==> config.mk <==
export PLATFORM = sky130hd
export DESIGN_NAME = timestamped_event_line_parser
export DESIGN_NICKNAME = d
export VERILOG_FILES = /design/src/rtl/tlp_pkg.sv /design/src/rtl/timestamped_event_line_parser.sv /design/src/rtl/tlp_parse.sv
export VERILOG_INCLUDE_DIRS = /design/src /design/src/rtl
export SDC_FILE = /design/constraint.sdc
export NUM_CORES = 1
export LEC_CHECK = 0
export BUFFER_PORTS_ARGS = -buffer_cell sky130_fd_sc_hd__buf_4
export CAP_MARGIN = 20
export CORE_MARGIN = 2
export CORE_UTILIZATION = 25
export DETAILED_ROUTE_END_ITERATION = 12
export PLACE_DENSITY = 0.42
export SKIP_LAST_GASP = 1
export SYNTH_ARGS = -nofsm -noshare
export SYNTH_HDL_FRONTEND = slang
export SYNTH_HIERARCHICAL = 1
export SYNTH_SLANG_ARGS = --single-unit
==> constraint.sdc <==
create_clock -name clk -period 2.66 [get_ports clk]
set_input_delay 0.532 -clock clk [delete_from_list [all_inputs] [get_ports clk]]
set_output_delay 0.532 -clock clk [all_outputs]
set_load 0.005 [all_outputs]
==> src/rtl/assert_macros.svh <==
// Assertion helpers. Define NO_ASSERTIONS to compile them away.
`ifndef ASSERT_MACROS_SVH
`define ASSERT_MACROS_SVH

`ifndef NO_ASSERTIONS

// expr must hold at every clock edge outside reset
`define ASSERT_ALWAYS(lbl, expr) \
  lbl: assert property (@(posedge clk) disable iff (!rst_n) (expr)) \
    else $error("assertion failed");

// when ante holds, cons must hold in the next cycle
`define ASSERT_NEXT(lbl, ante, cons) \
  lbl: assert property (@(posedge clk) disable iff (!rst_n) (ante) |=> (cons)) \
    else $error("assertion failed");

`else

`define ASSERT_ALWAYS(lbl, expr)
`define ASSERT_NEXT(lbl, ante, cons)

`endif

`endif

==> src/rtl/tlp_pkg.sv <==
package tlp_pkg;

  typedef enum logic [2:0] {
    PH_EXPECT_AT   = 3'd0,
    PH_STAMP_FIRST = 3'd1,
    PH_STAMP       = 3'd2,
    PH_BETWEEN     = 3'd3,
    PH_NAME        = 3'd4,
    PH_LINE_END    = 3'd5,
    PH_HALTED      = 3'd6
  } phase_t;

  typedef enum logic [1:0] {
    ROLE_SEP   = 2'd0,
    ROLE_AT    = 2'd1,
    ROLE_DIGIT = 2'd2,
    ROLE_NAME  = 2'd3
  } role_t;

  typedef enum logic [2:0] {
    ERR_OK        = 3'd0,
    ERR_NO_AT     = 3'd1,
    ERR_NONDIGIT  = 3'd2,
    ERR_EMPTY     = 3'd3,
    ERR_NAME_HEAD = 3'd4,
    ERR_NAME_CHAR = 3'd5,
    ERR_HALTED    = 3'd6
  } err_t;

  typedef struct packed {
    role_t role;
    logic  event_start;
    logic  name_first;
    logic  done;
    err_t  err;
  } tlp_result_t;

  localparam logic [7:0] CH_AT    = 8'h40;
  localparam logic [7:0] CH_SPACE = 8'h20;
  localparam logic [7:0] CH_CR    = 8'h0D;
  localparam logic [7:0] CH_LF    = 8'h0A;
  localparam logic [7:0] CH_0     = 8'h30;
  localparam logic [7:0] CH_9     = 8'h39;
  localparam logic [7:0] CH_UC_A  = 8'h41;
  localparam logic [7:0] CH_UC_Z  = 8'h5A;
  localparam logic [7:0] CH_LC_A  = 8'h61;
  localparam logic [7:0] CH_LC_Z  = 8'h7A;

  function automatic logic is_digit(input logic [7:0] b);
    return (b >= CH_0) && (b <= CH_9);
  endfunction

  function automatic logic is_letter(input logic [7:0] b);
    return ((b >= CH_UC_A) && (b <= CH_UC_Z)) || ((b >= CH_LC_A) && (b <= CH_LC_Z));
  endfunction

  function automatic logic is_line_end(input logic [7:0] b);
    return (b == CH_CR) || (b == CH_LF);
  endfunction

endpackage

==> src/rtl/timestamped_event_line_parser.sv <==
// Channel  | ports                                          | direction
// input    | in_valid, in_stall, in_data_byte, in_end_of_input | byte stream in
// result   | out_valid, out_stall, out_byte_out, out_role,  | one result per byte
//          | out_event_start, out_name_first, out_input_done_ok, out_error_code |
//
// One byte per cycle when not stalled; two registers (input register, result register).
// The 3-bit parse phase advances as a byte moves from the input register to the result
// register, so its update loop is the only feedback path.
// Synchronous active-low reset empties both registers and returns to expecting '@'.
// out_stall holds the result register; the input register keeps accepting while the
// result slot is free or being taken in the same cycle.

module timestamped_event_line_parser import tlp_pkg::*; (
  input  logic       clk,
  input  logic       rst_n,
  input  logic       in_valid,
  output logic       in_stall,
  input  logic [7:0] in_data_byte,
  input  logic       in_end_of_input,
  output logic       out_valid,
  input  logic       out_stall,
  output logic [7:0] out_byte_out,
  output logic [1:0] out_role,
  output logic       out_event_start,
  output logic       out_name_first,
  output logic       out_input_done_ok,
  output logic [2:0] out_error_code
);

  logic        s1_valid_r;
  logic [7:0]  s1_byte_r;
  logic        s1_last_r;
  logic        out_valid_r;
  logic [7:0]  out_byte_r;
  tlp_result_t out_res_r;
  tlp_result_t res;
  logic        out_free;
  logic        step;

  assign out_free = !out_valid_r || !out_stall;
  assign step     = s1_valid_r && out_free;
  assign in_stall = s1_valid_r && !out_free;

  tlp_parse u_parse (
    .clk          (clk),
    .rst_n        (rst_n),
    .step         (step),
    .data_byte    (s1_byte_r),
    .end_of_input (s1_last_r),
    .res          (res)
  );

  always_ff @(posedge clk) begin
    if (!rst_n) begin
      s1_valid_r <= 1'b0;
    end else if (!in_stall) begin
      s1_valid_r <= in_valid;
    end
  end

  always_ff @(posedge clk) begin
    if (in_valid && !in_stall) begin
      s1_byte_r <= in_data_byte;
      s1_last_r <= in_end_of_input;
    end
  end

  always_ff @(posedge clk) begin
    if (!rst_n) begin
      out_valid_r <= 1'b0;
    end else if (out_free) begin
      out_valid_r <= s1_valid_r;
    end
  end

  always_ff @(posedge clk) begin
    if (step) begin
      out_byte_r <= s1_byte_r;
      out_res_r  <= res;
    end
  end

  assign out_valid         = out_valid_r;
  assign out_byte_out      = out_byte_r;
  assign out_role          = out_res_r.role;
  assign out_event_start   = out_res_r.event_start;
  assign out_name_first    = out_res_r.name_first;
  assign out_input_done_ok = out_res_r.done;
  assign out_error_code    = out_res_r.err;

endmodule

==> src/rtl/tlp_parse.sv <==
`include "assert_macros.svh"

module tlp_parse import tlp_pkg::*; (
  input  logic        clk,
  input  logic        rst_n,
  input  logic        step,
  input  logic [7:0]  data_byte,
  input  logic        end_of_input,
  output tlp_result_t res
);

  phase_t phase_r, phase_nxt;
  phase_t next_raw;
  err_t   err_raw, err_fin;
  logic   done;
  role_t  role_raw;
  logic   start_raw, first_raw;
  logic   b_sep, b_le, b_dig, b_let;

  assign b_sep = (data_byte == CH_SPACE);
  assign b_le  = is_line_end(data_byte);
  assign b_dig = is_digit(data_byte);
  assign b_let = is_letter(data_byte);

  // next state and error class of this byte
  always_comb begin
    next_raw = phase_r;
    err_raw  = ERR_OK;
    case (phase_r)
      PH_EXPECT_AT, PH_LINE_END: begin
        if (data_byte == CH_AT) next_raw = PH_STAMP_FIRST;
        else if (phase_r == PH_LINE_END && b_le) next_raw = PH_LINE_END;
        else err_raw = ERR_NO_AT;
      end
      PH_STAMP_FIRST, PH_STAMP: begin
        if (b_sep || b_le) begin
          if (phase_r == PH_STAMP_FIRST) err_raw = ERR_EMPTY;
          else next_raw = b_sep ? PH_BETWEEN : PH_LINE_END;
        end else if (b_dig) begin
          next_raw = PH_STAMP;
        end else begin
          err_raw = ERR_NONDIGIT;
        end
      end
      PH_BETWEEN, PH_NAME: begin
        if (b_sep) next_raw = PH_BETWEEN;
        else if (b_le) next_raw = PH_LINE_END;
        else if (phase_r == PH_BETWEEN) begin
          if (b_let) next_raw = PH_NAME;
          else err_raw = ERR_NAME_HEAD;
        end else if (!(b_let || b_dig)) begin
          err_raw = ERR_NAME_CHAR;
        end
      end
      default: begin
        err_raw  = ERR_HALTED;
        next_raw = PH_HALTED;
      end
    endcase

    // end of input: a stamp with no digit yet is empty, any other error-free byte closes cleanly
    err_fin = err_raw;
    done    = 1'b0;
    if (err_raw == ERR_OK && end_of_input) begin
      if (next_raw == PH_STAMP_FIRST) err_fin = ERR_EMPTY;
      else done = 1'b1;
    end

    if (err_fin != ERR_OK) phase_nxt = PH_HALTED;
    else if (done) phase_nxt = PH_EXPECT_AT;
    else phase_nxt = next_raw;
  end

  // byte role and marks
  always_comb begin
    role_raw  = ROLE_SEP;
    start_raw = 1'b0;
    first_raw = 1'b0;
    case (phase_r)
      PH_EXPECT_AT, PH_LINE_END: begin
        if (data_byte == CH_AT) begin
          role_raw  = ROLE_AT;
          start_raw = 1'b1;
        end
      end
      PH_STAMP_FIRST, PH_STAMP: begin
        if (b_dig && !b_sep) role_raw = ROLE_DIGIT;
      end
      PH_BETWEEN: begin
        if (b_let) begin
          role_raw  = ROLE_NAME;
          first_raw = 1'b1;
        end
      end
      PH_NAME: begin
        if (b_let || b_dig) role_raw = ROLE_NAME;
      end
      default: begin
        role_raw = ROLE_SEP;
      end
    endcase

    res.err  = err_fin;
    res.done = done && (err_fin == ERR_OK);
    // an at sign that ends the input keeps its marks despite the empty stamp
    if (err_fin == ERR_OK || (err_fin == ERR_EMPTY && role_raw == ROLE_AT)) begin
      res.role        = role_raw;
      res.event_start = start_raw;
      res.name_first  = first_raw;
    end else begin
      res.role        = ROLE_SEP;
      res.event_start = 1'b0;
      res.name_first  = 1'b0;
    end
  end

  always_ff @(posedge clk) begin
    if (!rst_n) begin
      phase_r <= PH_EXPECT_AT;
    end else if (step) begin
      phase_r <= phase_nxt;
    end
  end

  `ASSERT_NEXT(a_halt_sticky, phase_r == PH_HALTED, phase_r == PH_HALTED)
  `ASSERT_NEXT(a_err_halts, step && res.err != ERR_OK, phase_r == PH_HALTED)
  `ASSERT_NEXT(a_done_rearms, step && res.done, phase_r == PH_EXPECT_AT)
  `ASSERT_ALWAYS(a_start_is_at, !step || !res.event_start || res.role == ROLE_AT)

endmodule
==> run summary <==
Yosys warning count: 6
Pwr/cell area: 518 nW/um2
Critical Path Max Stage Delay: 0.39 ns
Minimum clock period: 2.48 ns
CP max-delay cell: edfxtp_1
Post-Synthesis Cells: 145
Syn_area_per_cell: 10.7 um2
Iter 0 DRT Violations: 131
Crit path cell chain: buf_4 -> o21ai_0 -> nand3_1 -> nand2_1 -> nand3_1 -> a311o_1 -> or3_4 -> o211ai_1
Final hold slack: 0.422 ns
Arrival time at the worst endpoint: 2.61 ns
Initial antenna violation count: 0
N_diodes: 0
Total power: 1030 uW
Post-route ant nets: 0
Vias: 1315
Worst Tran Pin Value: 0.780 ns
Root buffer cell: clkbuf_8
Layout Nets: 196
Crit Path Max Fanout: 6
Setup Skew: 0.00624 ns
Congestion Overflow GR: 0
Crit Path Class: flop to flop
Cell row count: 28
First-pass GRT wire length: 6130 um
Period utilization: 93.4%
Filler cells: 628
Slew Limit Fails: 0
Ys async rst share: 0%
R2R setup slack: 0.18 ns
GRT Overall Usage: 12.3%
Initial core utilization: 26.0%
CP most frequent cell: nand3_1
Worst vdd ir: 0.319 mV
Clock Latency Late Sink: 0.28 ns
Register bit total from synthesis: 30
Fraction of layout cells with a size suffix above 1: 27.7%
GPL Wtd Cong: 0.865
Highest-count cells in the layout ignoring fill and taps: buf_4 (37), edfxtp_1 (25), nand2_1 (12)
Status: finished clean
CP endpoint kind: flop
Fin. Hold Viols: 0
Hold buffers post-CTS: 0
RSZ-0062 raised after global routing: no
Buffers on Ports: 30
Post-Syn Nets: 158
Slew headroom: 47.9%
H-tree Lvls: 2
Post-Syn Area: 1550 um2
Die X: 82.7 um
Die H: 82.7 um
Commonest non-fill, non-tap cell in the layout: buf_4
Drt wl/cell: 14.1 um
DRC: 0
Setup WS post-layout: 0.176 ns
Vias per cell: 5.08
CORE AREA: 5960 um2
Top_reg_cell synth: edfxtp_1
Full die area: 6850 um2
Yosys cell types: 49
Setup-failing EPs final: 0
Clk sinks: 30
Post-synth EDFFs: 25
CTS clk-pin slew, worst paths: 0.06 ns
Worst hold-check path type: input pin to flop
CTS tree: done
Pre-CTS setup slack: 0.0681 ns
FMAX: 403 MHz
Leak: 0.000742 uW
Vias in the first global route: 1289
DPL Wire Length: 2620 um
Cts bufs inserted: 5
Sequential share of the synthesized area: 54.9%
Setup_tns: 0 ns
Drt first pass iters: 4
Clock Path Buffers: 2
Crit path required time: 2.78 ns
Max_cap viols: 0
Startpoint types: flop
Largest net degree at the start of global routing: 20
Final WL: 3640 um
I/O Pins: 31
Area growth from synthesis to layout: 28.0%
## repair_timing
action                     CTS  global route
hold endpoints to repair     0             0
buffers inserted             0             1
resized for setup            0             2
setup endpoints to repair    0             5
## worst paths after layout
check / to / from / cells after the start
setup reg to reg: out_error_code[1] / s1_byte_r[1] / 8
hold / removal: s1_byte_r[1] / in_data_byte[1] / 1
setup / recovery: out_error_code[1] / s1_byte_r[1] / 8
hold reg to reg: out_valid / s1_valid_r / 2
## report_power, final
part	leakage, uW	switching (uW)	internal, uW
logic	0.000421	67.7	64.3
clock network	0.0000407	164	174
registers	0.000280	21.2	538
total	0.000742	253	776
## through the flow
stage / std cells / area, um2 / util [%]
final: 259 / 1980 / 33.3
after global routing: 259 / 1980 / 33.3
after CTS: 258 / 1970 / 33.1
after detailed placement: 250 / 1890 / 31.7
after global placement: 250 / 1890 / 31.7
after floorplan: 145 / 1550 / -
## flip-flops by register name, summed over array words and instances, names as in the netlist
register	cells
s1_valid_r	1
out_input_done_ok	1
u_parse/phase_r	3
out_name_first	1
out_event_start	1
s1_byte_r	8
out_error_code	3
out_byte_out	8
out_valid	1
out_role	2
s1_last_r	1
## cells in the mapped netlist, drive strengths merged (2+ instances only)
cell	number	area, um2
a21boi	2	15.0
a21oi	9	45.0
a31oi	2	12.5
and2	2	12.5
and3	2	17.5
and4	2	17.5
clkbuf	5	18.8
dfxtp	5	100
edfxtp	25	751
inv	2	7.51
nand2	12	45.0
nand2b	4	25.0
nand3	2	10.0
nand4	2	12.5
nor2	12	45.0
nor2b	7	43.8
nor3	7	46.3
nor3b	3	22.5
o211ai	3	22.5
o21ai	9	45.0
o31ai	2	15.0
or3	3	23.8
or3b	2	17.5
## worst max-delay path, delay by kind of cell, from the launching register on
kind	cells	cell delay (ns)
buffers and inverters	1	0.16
AO/OA/AOI/OAI	3	0.83
flip-flops	1	0.39
AND/OR/NAND/NOR	4	0.93
## routing by layer
layer / track usage, % / share of wire (%)
met1: 14.8 / 43
met2: 19.5 / 47
met3: 3.26 / 6.3
met4: 7.70 / 3.4
met5: 0 / 0
## cell type report
| type | count | area, um2 | share of cell area (%) |
|---|---|---|---|
| well taps | 75 | 93.8 | 4.73 |
| inverters | 2 | 7.51 | 0.378 |
| clock inverters | 3 | 11.3 | 0.567 |
| flip-flops and latches | 30 | 851 | 42.9 |
| repair buffers | 37 | 278 | 14.0 |
| clock buffers | 5 | 68.8 | 3.47 |
| multi-input cells | 107 | 674 | 34.0 |
## cell families (layout without fill, tap and decap cells)
group | after synthesis | after routing | synth area share [%]
AO/OA/AOI/OAI | 39 | 39 | 17.2
buffers and inverters | 8 | 47 | 2.02
flip-flops | 30 | 30 | 54.9
multiplexers | 1 | 1 | 0.646
AND/OR/NAND/NOR | 67 | 67 | 25.3
Note: power is estimated with default switching activity, not from simulation.
